[src/sv/pqft_pkg.sv]
`timescale 1ns / 1ps
// ============================================================================
// pqft_pkg: shared types and constants for the priority queue
// Queue depth, field widths, action and status codes, sequencer states and
// the sample bundle fed to the running-max unit.
// ============================================================================
package pqft_pkg;

    // Queue geometry
    localparam int DEPTH  = 64;
    localparam int ADDR_W = $clog2(DEPTH);
    localparam int CNT_W  = $clog2(DEPTH + 1);

    // Field widths
    localparam int ACT_W  = 2;
    localparam int PRIO_W = 16;
    localparam int TAG_W  = 32;
    localparam int STAT_W = 2;
    localparam int ENTRY_W = PRIO_W + TAG_W;

    // Action codes
    localparam logic [ACT_W-1:0] ACT_INSERT = 2'd0;
    localparam logic [ACT_W-1:0] ACT_POP    = 2'd1;
    localparam logic [ACT_W-1:0] ACT_CLEAR  = 2'd2;

    // Status codes
    localparam logic [STAT_W-1:0] ST_OK    = 2'd0;
    localparam logic [STAT_W-1:0] ST_EMPTY = 2'd1;
    localparam logic [STAT_W-1:0] ST_FULL  = 2'd2;

    // Sequencer states
    typedef enum logic [2:0] {
        S_IDLE,
        S_SCAN,
        S_PREP,
        S_SHIFT,
        S_DONE
    } state_t;

    // One entry read back from memory, handed to the running-max unit
    typedef struct packed {
        logic              valid;
        logic              first;
        logic [ADDR_W-1:0] idx;
        logic [PRIO_W-1:0] prio;
        logic [TAG_W-1:0]  tag;
    } sample_t;

endpackage

[src/sv/pqft_ram.sv]
`timescale 1ns / 1ps
// ============================================================================
// pqft_ram: simple dual-port entry memory
// One write port and one read port, read data registered.
// ============================================================================
module pqft_ram #(
    parameter int DATA_W = 48,
    parameter int WORDS  = 64
) (
    input  logic                     clk,
    input  logic                     we,
    input  logic [$clog2(WORDS)-1:0] waddr,
    input  logic [DATA_W-1:0]        wdata,
    input  logic [$clog2(WORDS)-1:0] raddr,
    output logic [DATA_W-1:0]        rdata
);

    logic [DATA_W-1:0] mem [WORDS];

    // Write port
    always_ff @(posedge clk)
    begin
        if (we)
        begin
            mem[waddr] <= wdata;
        end
    end

    // Registered read port
    always_ff @(posedge clk)
    begin
        rdata <= mem[raddr];
    end

endmodule

[src/sv/pqft_max.sv]
`timescale 1ns / 1ps
// ============================================================================
// pqft_max: running maximum over a stream of entries
// Keeps the first slot holding the largest priority seen since the first
// sample; a later equal priority does not replace it.
// ============================================================================
module pqft_max (
    input  logic                      clk,
    input  logic                      rst_n,
    input  pqft_pkg::sample_t         sample,
    output logic [pqft_pkg::ADDR_W-1:0] best_idx,
    output logic [pqft_pkg::TAG_W-1:0]  best_tag
);
    import pqft_pkg::*;

    logic [PRIO_W-1:0] best_prio_reg;
    logic [ADDR_W-1:0] best_idx_reg;
    logic [TAG_W-1:0]  best_tag_reg;
    logic              take;

    // Strict compare keeps the earliest slot among equal priorities
    assign take = sample.valid && (sample.first || (sample.prio > best_prio_reg));

    always_ff @(posedge clk or negedge rst_n)
    begin
        if (!rst_n)
        begin
            best_idx_reg <= '0;
        end
        else if (take)
        begin
            best_idx_reg <= sample.idx;
        end
    end

    // Payload of the best entry
    always_ff @(posedge clk)
    begin
        if (take)
        begin
            best_prio_reg <= sample.prio;
            best_tag_reg  <= sample.tag;
        end
    end

    assign best_idx = best_idx_reg;
    assign best_tag = best_tag_reg;

endmodule

[src/sv/priority_queue_fifo_tiebreak.sv]
`timescale 1ns / 1ps
// ============================================================================
// priority_queue_fifo_tiebreak: bounded max-priority queue, FIFO tie break
// Entries sit packed in arrival order in a one-read, one-write memory; a pop
// scans them for the first maximum and closes the gap by moving later
// entries down one slot.
// ============================================================================
// Insert, clear and the unused action are accepted in idle and post their
// result from the done state. A pop of a non-empty queue is accepted, then
// scans every occupied slot, sets up the move-down, moves each later entry
// down one slot past the best one and posts the result; every scan and move
// step goes through the single memory read port. One request is in work at
// a time; a new request is taken while the previous result still waits at
// the output. The entry memory needs no clearing after reset: only slots
// below the fill count are ever read. Pop on an empty queue reports status
// 1 and insert on a full queue reports status 2, with the entry dropped.
module priority_queue_fifo_tiebreak (
    input  logic                        clk,
    input  logic                        rst_n,
    input  logic                        req_valid,
    output logic                        req_ready,
    input  logic [pqft_pkg::ACT_W-1:0]  action,
    input  logic [pqft_pkg::PRIO_W-1:0] priority_req,
    input  logic [pqft_pkg::TAG_W-1:0]  tag,
    output logic                        res_valid,
    input  logic                        res_ready,
    output logic [pqft_pkg::TAG_W-1:0]  out_tag,
    output logic                        out_valid,
    output logic [pqft_pkg::STAT_W-1:0] status
);
    import pqft_pkg::*;

    state_t state_reg, state_next;

    logic [CNT_W-1:0]  occ_reg, occ_next;
    logic [CNT_W-1:0]  iss_reg, iss_next;
    logic              dv_reg, dv_next;
    logic [ADDR_W-1:0] da_reg, da_next;

    logic [TAG_W-1:0]  pend_tag_reg, pend_tag_next;
    logic              pend_ov_reg, pend_ov_next;
    logic [STAT_W-1:0] pend_st_reg, pend_st_next;

    logic              res_valid_reg, res_valid_next;
    logic [TAG_W-1:0]  out_tag_reg, out_tag_next;
    logic              out_valid_reg, out_valid_next;
    logic [STAT_W-1:0] status_reg, status_next;

    logic               mem_we;
    logic [ADDR_W-1:0]  mem_waddr;
    logic [ENTRY_W-1:0] mem_wdata;
    logic [ADDR_W-1:0]  mem_raddr;
    logic [ENTRY_W-1:0] mem_rdata;

    sample_t            sample;
    logic [ADDR_W-1:0]  best_idx;
    logic [TAG_W-1:0]   best_tag;

    logic req_fire;
    logic issue;
    logic scan_last;
    logic shift_end;
    logic out_free;

    // Entry memory
    pqft_ram #(
        .DATA_W (ENTRY_W),
        .WORDS  (DEPTH)
    ) u_ram (
        .clk   (clk),
        .we    (mem_we),
        .waddr (mem_waddr),
        .wdata (mem_wdata),
        .raddr (mem_raddr),
        .rdata (mem_rdata)
    );

    // Running-max compare unit
    pqft_max u_max (
        .clk      (clk),
        .rst_n    (rst_n),
        .sample   (sample),
        .best_idx (best_idx),
        .best_tag (best_tag)
    );

    // Handshake and sequencing terms
    assign req_ready = (state_reg == S_IDLE);
    assign req_fire  = req_valid && req_ready;
    assign issue     = (iss_reg < occ_reg);
    assign scan_last = dv_reg && (CNT_W'(da_reg) == (occ_reg - 1'b1));
    assign shift_end = !issue && !dv_reg;
    assign out_free  = !res_valid_reg || res_ready;
    assign mem_raddr = iss_reg[ADDR_W-1:0];

    // Sample feed to the compare unit during the scan
    always_comb
    begin
        sample.valid = (state_reg == S_SCAN) && dv_reg;
        sample.first = (da_reg == '0);
        sample.idx   = da_reg;
        sample.prio  = mem_rdata[ENTRY_W-1:TAG_W];
        sample.tag   = mem_rdata[TAG_W-1:0];
    end

    // Next state
    always_comb
    begin
        state_next = state_reg;
        unique case (state_reg)
            S_IDLE:
            begin
                if (req_fire)
                begin
                    if ((action == ACT_POP) && (occ_reg != '0))
                        state_next = S_SCAN;
                    else
                        state_next = S_DONE;
                end
            end
            S_SCAN:
            begin
                if (scan_last)
                    state_next = S_PREP;
            end
            S_PREP:
            begin
                state_next = S_SHIFT;
            end
            S_SHIFT:
            begin
                if (shift_end)
                    state_next = S_DONE;
            end
            S_DONE:
            begin
                if (out_free)
                    state_next = S_IDLE;
            end
            default:
            begin
                state_next = S_IDLE;
            end
        endcase
    end

    // Datapath and outputs
    always_comb
    begin
        occ_next       = occ_reg;
        iss_next       = iss_reg;
        dv_next        = 1'b0;
        da_next        = da_reg;
        pend_tag_next  = pend_tag_reg;
        pend_ov_next   = pend_ov_reg;
        pend_st_next   = pend_st_reg;
        res_valid_next = res_valid_reg;
        out_tag_next   = out_tag_reg;
        out_valid_next = out_valid_reg;
        status_next    = status_reg;
        mem_we         = 1'b0;
        mem_waddr      = occ_reg[ADDR_W-1:0];
        mem_wdata      = {priority_req, tag};

        // Result taken downstream
        if (res_valid_reg && res_ready)
            res_valid_next = 1'b0;

        unique case (state_reg)
            S_IDLE:
            begin
                iss_next = '0;
                if (req_fire)
                begin
                    pend_tag_next = '0;
                    pend_ov_next  = 1'b0;
                    pend_st_next  = ST_OK;
                    unique case (action)
                        ACT_INSERT:
                        begin
                            if (occ_reg >= CNT_W'(DEPTH))
                            begin
                                pend_st_next = ST_FULL;
                            end
                            else
                            begin
                                mem_we   = 1'b1;
                                occ_next = occ_reg + 1'b1;
                            end
                        end
                        ACT_POP:
                        begin
                            if (occ_reg == '0)
                                pend_st_next = ST_EMPTY;
                        end
                        ACT_CLEAR:
                        begin
                            occ_next = '0;
                        end
                        default:
                        begin
                            pend_st_next = ST_OK;
                        end
                    endcase
                end
            end
            S_SCAN:
            begin
                // Stream slots 0..occ-1 through the compare unit
                if (issue)
                begin
                    iss_next = iss_reg + 1'b1;
                    dv_next  = 1'b1;
                    da_next  = iss_reg[ADDR_W-1:0];
                end
            end
            S_PREP:
            begin
                iss_next = CNT_W'(best_idx) + 1'b1;
            end
            S_SHIFT:
            begin
                // Read slot i+1, write it back to slot i
                if (issue)
                begin
                    iss_next = iss_reg + 1'b1;
                    dv_next  = 1'b1;
                    da_next  = iss_reg[ADDR_W-1:0];
                end
                if (dv_reg)
                begin
                    mem_we    = 1'b1;
                    mem_waddr = da_reg - 1'b1;
                    mem_wdata = mem_rdata;
                end
                if (shift_end)
                begin
                    occ_next      = occ_reg - 1'b1;
                    pend_tag_next = best_tag;
                    pend_ov_next  = 1'b1;
                    pend_st_next  = ST_OK;
                end
            end
            S_DONE:
            begin
                if (out_free)
                begin
                    res_valid_next = 1'b1;
                    out_tag_next   = pend_tag_reg;
                    out_valid_next = pend_ov_reg;
                    status_next    = pend_st_reg;
                end
            end
            default:
            begin
                iss_next = '0;
            end
        endcase
    end

    // Control registers
    always_ff @(posedge clk or negedge rst_n)
    begin
        if (!rst_n)
        begin
            state_reg     <= S_IDLE;
            occ_reg       <= '0;
            iss_reg       <= '0;
            dv_reg        <= 1'b0;
            res_valid_reg <= 1'b0;
        end
        else
        begin
            state_reg     <= state_next;
            occ_reg       <= occ_next;
            iss_reg       <= iss_next;
            dv_reg        <= dv_next;
            res_valid_reg <= res_valid_next;
        end
    end

    // Payload registers
    always_ff @(posedge clk)
    begin
        da_reg        <= da_next;
        pend_tag_reg  <= pend_tag_next;
        pend_ov_reg   <= pend_ov_next;
        pend_st_reg   <= pend_st_next;
        out_tag_reg   <= out_tag_next;
        out_valid_reg <= out_valid_next;
        status_reg    <= status_next;
    end

    assign res_valid = res_valid_reg;
    assign out_tag   = out_tag_reg;
    assign out_valid = out_valid_reg;
    assign status    = status_reg;

`ifndef SYNTHESIS
    // Fill count never exceeds the queue depth
    a_occ_bound: assert property (@(posedge clk) disable iff (!rst_n)
        occ_reg <= CNT_W'(DEPTH))
        else $error("fill count above depth");

    // Move-down writes stay inside the occupied slots
    a_shift_wr: assert property (@(posedge clk) disable iff (!rst_n)
        (state_reg == S_SHIFT) && mem_we |-> (CNT_W'(mem_waddr) < occ_reg))
        else $error("move-down write outside queue");

    // Pop on an empty queue is flagged on the next cycle
    a_pop_empty: assert property (@(posedge clk) disable iff (!rst_n)
        req_fire && (action == ACT_POP) && (occ_reg == '0)
        |=> (state_reg == S_DONE) && (pend_st_reg == ST_EMPTY) && !pend_ov_reg)
        else $error("empty pop not flagged");

    // Accepted insert with room grows the fill count by one
    a_insert_grow: assert property (@(posedge clk) disable iff (!rst_n)
        req_fire && (action == ACT_INSERT) && (occ_reg < CNT_W'(DEPTH))
        |=> (occ_reg == $past(occ_reg) + 1'b1))
        else $error("insert did not grow queue");

    // A popped tag always comes with ok status
    a_pop_status: assert property (@(posedge clk) disable iff (!rst_n)
        res_valid && out_valid |-> (status == ST_OK))
        else $error("popped tag with error status");
`endif

endmodule
[config.mk]
export PLATFORM = sky130hd
export DESIGN_NAME = priority_queue_fifo_tiebreak
export DESIGN_NICKNAME = d
export VERILOG_FILES = /design/src/sv/pqft_pkg.sv /design/src/sv/pqft_ram.sv /design/src/sv/pqft_max.sv /design/src/sv/priority_queue_fifo_tiebreak.sv
export SDC_FILE = /design/constraint.sdc
export NUM_CORES = 2
export LEC_CHECK = 0
export BUFFER_PORTS_ARGS = -buffer_cell sky130_fd_sc_hd__buf_2
export CAP_MARGIN = 15
export CORE_MARGIN = 5
export CORE_UTILIZATION = 45
export CTS_BUF_LIST = sky130_fd_sc_hd__clkbuf_4
export DETAILED_ROUTE_END_ITERATION = 8
export MAX_ROUTING_LAYER = met4
export PLACE_DENSITY_LB_ADDON = 0.12
export SLEW_MARGIN = 20
export SYNTH_ARGS = -nofsm -noshare
export SYNTH_HDL_FRONTEND = slang
export SYNTH_SLANG_ARGS = --single-unit
[constraint.sdc]
create_clock -name clk -period 5.6 [get_ports clk]
set_input_delay 0.84 -clock clk [delete_from_list [all_inputs] [get_ports clk]]
set_output_delay 0.84 -clock clk [all_outputs]
set_load 0.05 [all_outputs]
# Word-level counts from Yosys, hierarchy flattened
# Memory sizes are Yosys's and may differ from the RTL's. A register that Yosys moved wholly into a read port is not among the register bits.
# Cells that the tools add are included.
[classes] eq_ne=14 n_addsub=5 n_mux=41 reduce_logical=25 n_bitwise=1 n_lt_le_gt_ge=3
[ops] cell="2-to-1 mux 48 bit" count=2
[ops] cell="2-to-1 mux 32 bit" count=2
[ops] cell="one-hot mux 32 bit (2 select lines)" count=1
[ops] cell="2-to-1 mux 7 bit" count=4
[ops] cell="one-hot mux 7 bit (2 select lines)" count=2
[ops] cell="one-hot mux 7 bit (3 select lines)" count=1
[ops] cell="> comparator 16 bit" count=1
[ops] cell="2-to-1 mux 3 bit" count=5
[ops] cell="one-hot mux 3 bit (5 select lines)" count=1
[ops] cell="adder 7 x 1 -> 7 bit, second input constant" count=2
[ops] cell="2-to-1 mux 1 bit" count=14
[ops] cell="2-to-1 mux 6 bit" count=2
[ops] cell="one-hot mux 2 bit (2 select lines)" count=2
[ops] cell="adder 6 x 1 -> 7 bit, second input constant" count=1
[ops] cell="== test 6 x 7 -> 1 bit" count=1
[ops] cell="greater-or-equal comparator 7 bit, second input constant" count=1
[ops] cell="logical AND 1 bit" count=7
[ops] cell="logical NOT 7 bit" count=1
[ops] cell="< comparator 7 bit" count=1
[ops] cell="nonzero test 7 bit" count=1
[ops] cell="subtractor 7 x 1 -> 7 bit, second input constant" count=1
[ops] cell="== test 3 x 2 -> 1 bit, second input constant" count=2
[ops] cell="logical NOT 6 bit" count=1
[ops] cell="2-to-1 mux 2 bit" count=3
[ops] cell="21 further kinds" count=30
[word_totals] mem_count=1 mem_bits_rw=3072 reg_bits=149 elab_cells=105
[mem_list] memory="u_ram.mem" words=64 word_bits=48 rd=1 rd_clocked_by_memory_dff=1 write_ports=1 line_no="pqft_ram.sv:18" text="logic [DATA_W-1:0] mem [WORDS];"

# Depth between registers and ports, before layout
[logic_depth] ltp_word=7 ltp_mapped=12

# Hierarchy
# Synthesis repeated with hierarchy kept, for this count alone.
[hier_totals] cells_unflattened=5503 area_unflattened_um2=124249.2
[modules_own_cells] mod="pqft_ram" instances=1 area_per_inst_um2=117117.3 seq_area_each_um2=93209.4 cells_each=4970
[modules_own_cells] mod="priority_queue_fifo_tiebreak" instances=1 area_per_inst_um2=5044.8 seq_area_each_um2=2757.6 cells_each=413
[modules_own_cells] mod="pqft_max" instances=1 area_per_inst_um2=2087.0 seq_area_each_um2=1591.5 cells_each=120

# Least setup slack after synthesis
# Ideal clock, no wire load.
[synth_path] path_kind="register to register" startpoint="reg state_reg[0]" endpoint="mem u_ram.mem[59][0], enable pin" period_less_slack_ns=5.002 path_stages_with_launch=8 path_buffers=1 required_time_ns=5.146 setup_ns=0.454 arrival_ns=4.548 path_slack_ns=0.598 cell_sequence="dfrtp_1 clkbuf_1 nor3_1 nand4_1 o22ai_1 and2_1 nand2_1 nor2_1"
[synth_between] elab_chain_len=6
[synth_lines] item="start: declaration" line_no="priority_queue_fifo_tiebreak.sv:33" text="state_t state_reg, state_next;"
[synth_lines] item="start signal: assignment" line_no="priority_queue_fifo_tiebreak.sv:274" text="state_reg <= state_next;"
[synth_lines] item="logical NOT 3 bit *" line_no="priority_queue_fifo_tiebreak.sv:88" text="assign req_ready = (state_reg == S_IDLE);"
[synth_lines] item="via req_ready" line_no="priority_queue_fifo_tiebreak.sv:21" text="output logic req_ready,"
[synth_lines] item="logical AND 1 bit" line_no="priority_queue_fifo_tiebreak.sv:89" text="assign req_fire = req_valid && req_ready;"
[synth_lines] item="2-to-1 mux 1 bit" line_no="priority_queue_fifo_tiebreak.sv:173" text="if (req_fire)"
[synth_lines] item="one-hot mux 1 bit (2 select lines) *" line_no="priority_queue_fifo_tiebreak.sv:169" text="unique case (state_reg)"
[synth_lines] item="2-to-1 mux 1 bit *" line_no="pqft_ram.sv:23" text="if (we)"
[synth_lines] item="2-to-1 mux 1 bit (not written as such) *" line_no="pqft_ram.sv:25" text="mem[waddr] <= wdata;"
[synth_lines] item="end: declaration" line_no="pqft_ram.sv:18"
# The timed path passes the listed nets; every way through them passes the cells marked *.

# Final worst setup path
[layout_path] startpoint="reg state_reg[2]" endpoint="mem u_ram.mem[55][22], enable pin"
[layout_between] elab_chain_len=6
[layout_lines] item="logical NOT 3 bit" line_no="priority_queue_fifo_tiebreak.sv:88, priority_queue_fifo_tiebreak.sv:169"
[layout_lines] item="logical AND 1 bit" line_no="priority_queue_fifo_tiebreak.sv:89"
[layout_lines] item="2-to-1 mux 1 bit" line_no="priority_queue_fifo_tiebreak.sv:173"
[layout_lines] item="one-hot mux 1 bit (2 select lines)" line_no="priority_queue_fifo_tiebreak.sv:169"
[layout_lines] item="2-to-1 mux 1 bit" line_no="pqft_ram.sv:23"
[layout_lines] item="2-to-1 mux 1 bit (not written as such)" line_no="pqft_ram.sv:25"
# Parallel ways exist; a longest one is shown, timed or not.

==> impl_metrics.ini <==
[worst_setup_path]
critPathBufInv = 1
crit_fanout = 20
worst_path_largest_cell_delay_ps = 950
regToRegSetupSlack_ps = 980
path_delay_family = simple AND/OR/NAND/NOR gates
crit-reg2reg-capture = u_ram.mem[55][22]
timing.critical_path.from_type = flip-flop
worst-setup-path-type = reg -> reg
critical_path.slowest_cell = nand4b_1
critical_path_required_ps = 6700
worst_r2r_path_depth = 5
timing.critical_path.to_type = flip-flop
critical_path.reg2reg.startpoint = state_reg[2]
timing.critical_path.cells = nand4b_1 > o21ai_0 > nand2_1 > nor2_4 > buf_4
worst_ep_arrival_ps = 5730

[logic_synthesis]
dominantRegCellSynth = edfxtp_1
synth.ff_latch_count = 3269
post_synth.cell_area_avg_um2 = 23.2
synth-async-reset-ratio_pct = 0.765
synth.top_cell.area_share_pct = 77.2
synth-edff-count = 3196
synth_warnings = 0
synth.largest_area_cell = edfxtp_1
yosysUniqueCellTypes = 65
synth_top_cells_by_area = edfxtp_1 77%, mux4_2 15%, dfxtp_1 0.77%
synth-seq-area-share_pct = 78.5
synth.net_count = 5429
netlist_area_um2 = 124000
post_synth_inst_count = 5348

[clock_network]
cts_buffers = 819
htree_num_levels = 6
cts_setup_buffers = 0
worst_setup_hold_path_clk_slew_ps = 60
clock_path_buffers = 4
clock_sink_count = 3269
cts-hold-fix-buffers = 15
post_cts_resize_count = 0
clk_latency_ps = 1560
cts_root_buf = clkbuf_4
cts_tree = done

[layout]
reg.largest.list = u_ram.mem (3072), u_ram.rdata (48)
largest_register_ffs = 3072
areaGrowthSynthToFinish_pct = 14.0
fin_nets = 6332
largest_register = u_ram.mem
drive_gt1_share_pct = 38.4

[run]
drv.max_cap_violation_count = 0

[sta]
setup-violations-final = 0
fmaxAchievable_ghz = 0.216
grt_setup_unrepaired = false
tns_ps = 0
fin_hold_ws_ps = 213
skew_ps = 124
relSlewSlack_pct = 26.0
post-route-period-util_pct = 82.6
post-route-min-period_ps = 4620
finalHoldViolCount = 0
slew_viols_final = 0
transition_at_the_pin_with_the_smallest_max_transition_slack_ps = 1110

[global_routing]
antenna_found_initial = 32
met2_capacity_usage_during_global_routing_pct = 37.3
first_global_vias = 63400
grtUsageMet3_pct = 5.14
grt_pass1_wl_um = 484000
most_crowded_layer_gr = met2
global_route_met1_usage_pct = 34.9
globalRouteTotalUtil_pct = 24.7
congestion_overflow_gr = 0
largest_net_degree_at_the_start_of_global_routing = 75

[power]
power_per_cell_area_nw_per_um2 = 442
worst_ir_drop_vdd_uv = 257
cellLeakagePower_uw = 0.0446

[min_path]
timing.hold.worst_path_depth = 2
path_type_of_the_worst_min_delay_path = in -> reg
min-delay-start = tag[31]
hold-path-endpoint = u_ram.mem[32][31]

[routing]
viasPerCell = 5.91
first_pass_iters = 6
final_routed_wirelength_across_all_metal_layers_um = 346000
routedWlPerCell_um = 32.7
ant_nets = 0
detail_route.drc_violations = 0
dr_total_vias = 62500
detailedRoute.firstIterationViolations = 6999

[placed_design]
numPortBuffers = 90
globalplace.congestion = 0.874
place.detailed.hpwl_um = 210000

[die]
core.rowCount = 193
fp.dieW_um = 536
die_height_um = 536
initial_core_util_pct = 45.1
floorplan.die_area_um2 = 287000
top_level_ports = 91
fp.coreArea_um2 = 276000

[run_status]
status = finished, final reports clean
-- power breakdown --
part | switching, uW | internal, uW | leakage, uW
clock network | 9540 | 10200 | 0.00619
logic | 8870 | 5670 | 0.00898
registers | 890 | 27500 | 0.0295
total | 19300 | 43400 | 0.0446
-- cell type report --
type                            count  area, um2
Fill cell                       22200     134000
Clock buffer                     1231       9240
Sequential cell                  3269      97600
Clock inverter                    204       1100
Timing Repair Buffer              371       3210
Tap cell                         3705       4640
Multi-Input combinational cell   1759      25800
Antenna cell                       18       45.0
Inverter                           31        116
-- synthesized netlist by cell type (all sizes together), types with 3 or more instances --
cell,instances
edfxtp,3196
mux4,836
buf,158
nor2,149
clkbuf,131
a21oi,107
o21ai,100
mux2i,94
a221oi,63
nand2,58
mux2,50
a22oi,48
dfxtp,48
o221ai,43
and2,38
inv,31
a22o,29
ha,27
dfrtp,25
nand3,11
nor3,11
nor2b,9
xnor2,9
nand2b,8
nand4,6
a2111oi,5
a31oi,4
nand3b,4
o21a,4
xor2,4
a221o,3
and4,3
nor3b,3
nor4,3
o22a,3
o22ai,3
o31ai,3
-- through the flow --
stage	area, um2	utilization (%)	setup slack, ps	power, uW	cells
2_1_floorplan	124000	-	598	37300	5348
3_3_place_gp	131000	47.6	1210	43600	9118
3_5_place_dp	131000	47.6	1110	43700	9118
4_1_cts	142000	51.4	1020	63400	10600
5_1_grt	142000	51.4	682	65400	10600
6_report	142000	51.4	976	62700	10600
-- cells by family after synthesis --
kind of cell	synth area share [%]
flops	78.5
mux	16.4
compound gates	2.36
buf+inv	1.25
simple gates	1.16
fa+ha+maj	0.272
xor+xnor	0.0916
-- routing by layer --
layer / up-vias / part of all wire, %
met5: - / 0
met4: 0 / 2.0
met3: 446 / 8.6
met2: 3000 / 48
met1: 33800 / 42
li1: 25300 / -
-- how the worst max path moves through the flow --
| stage | slack [ps] | endpoint | startpoint | cells past startpoint |
|---|---|---|---|---|
| 6_report | 980 | u_ram.mem[55][22] | state_reg[2] | 5 |
| 4_1_cts | 1020 | u_ram.mem[55][22] | state_reg[2] | 5 |
| 3_3_place_gp | 1210 | u_ram.mem[60][30] | state_reg[2] | 7 |
| 3_5_place_dp | 1110 | u_ram.mem[54][22] | state_reg[2] | 5 |
| 2_1_floorplan | 600 | u_ram.mem[59][0] | state_reg[0] | 7 |
| 5_1_grt | 680 | u_ram.mem[54][18] | state_reg[2] | 5 |
-- cell usage in the layout, fill, tap and decap left out, drive strengths merged, types with 50 or more instances in the layout --
cell	netlist	routed
a21oi	107	107
a221oi	63	63
buf	158	356
clkbuf	131	1231
clkinv	0	165
edfxtp	3196	3196
inv	31	63
mux2	50	50
mux2i	94	94
mux4	836	836
nand2	58	58
nor2	149	149
o21ai	100	100
Note: power is estimated with default switching activity, not from simulation.
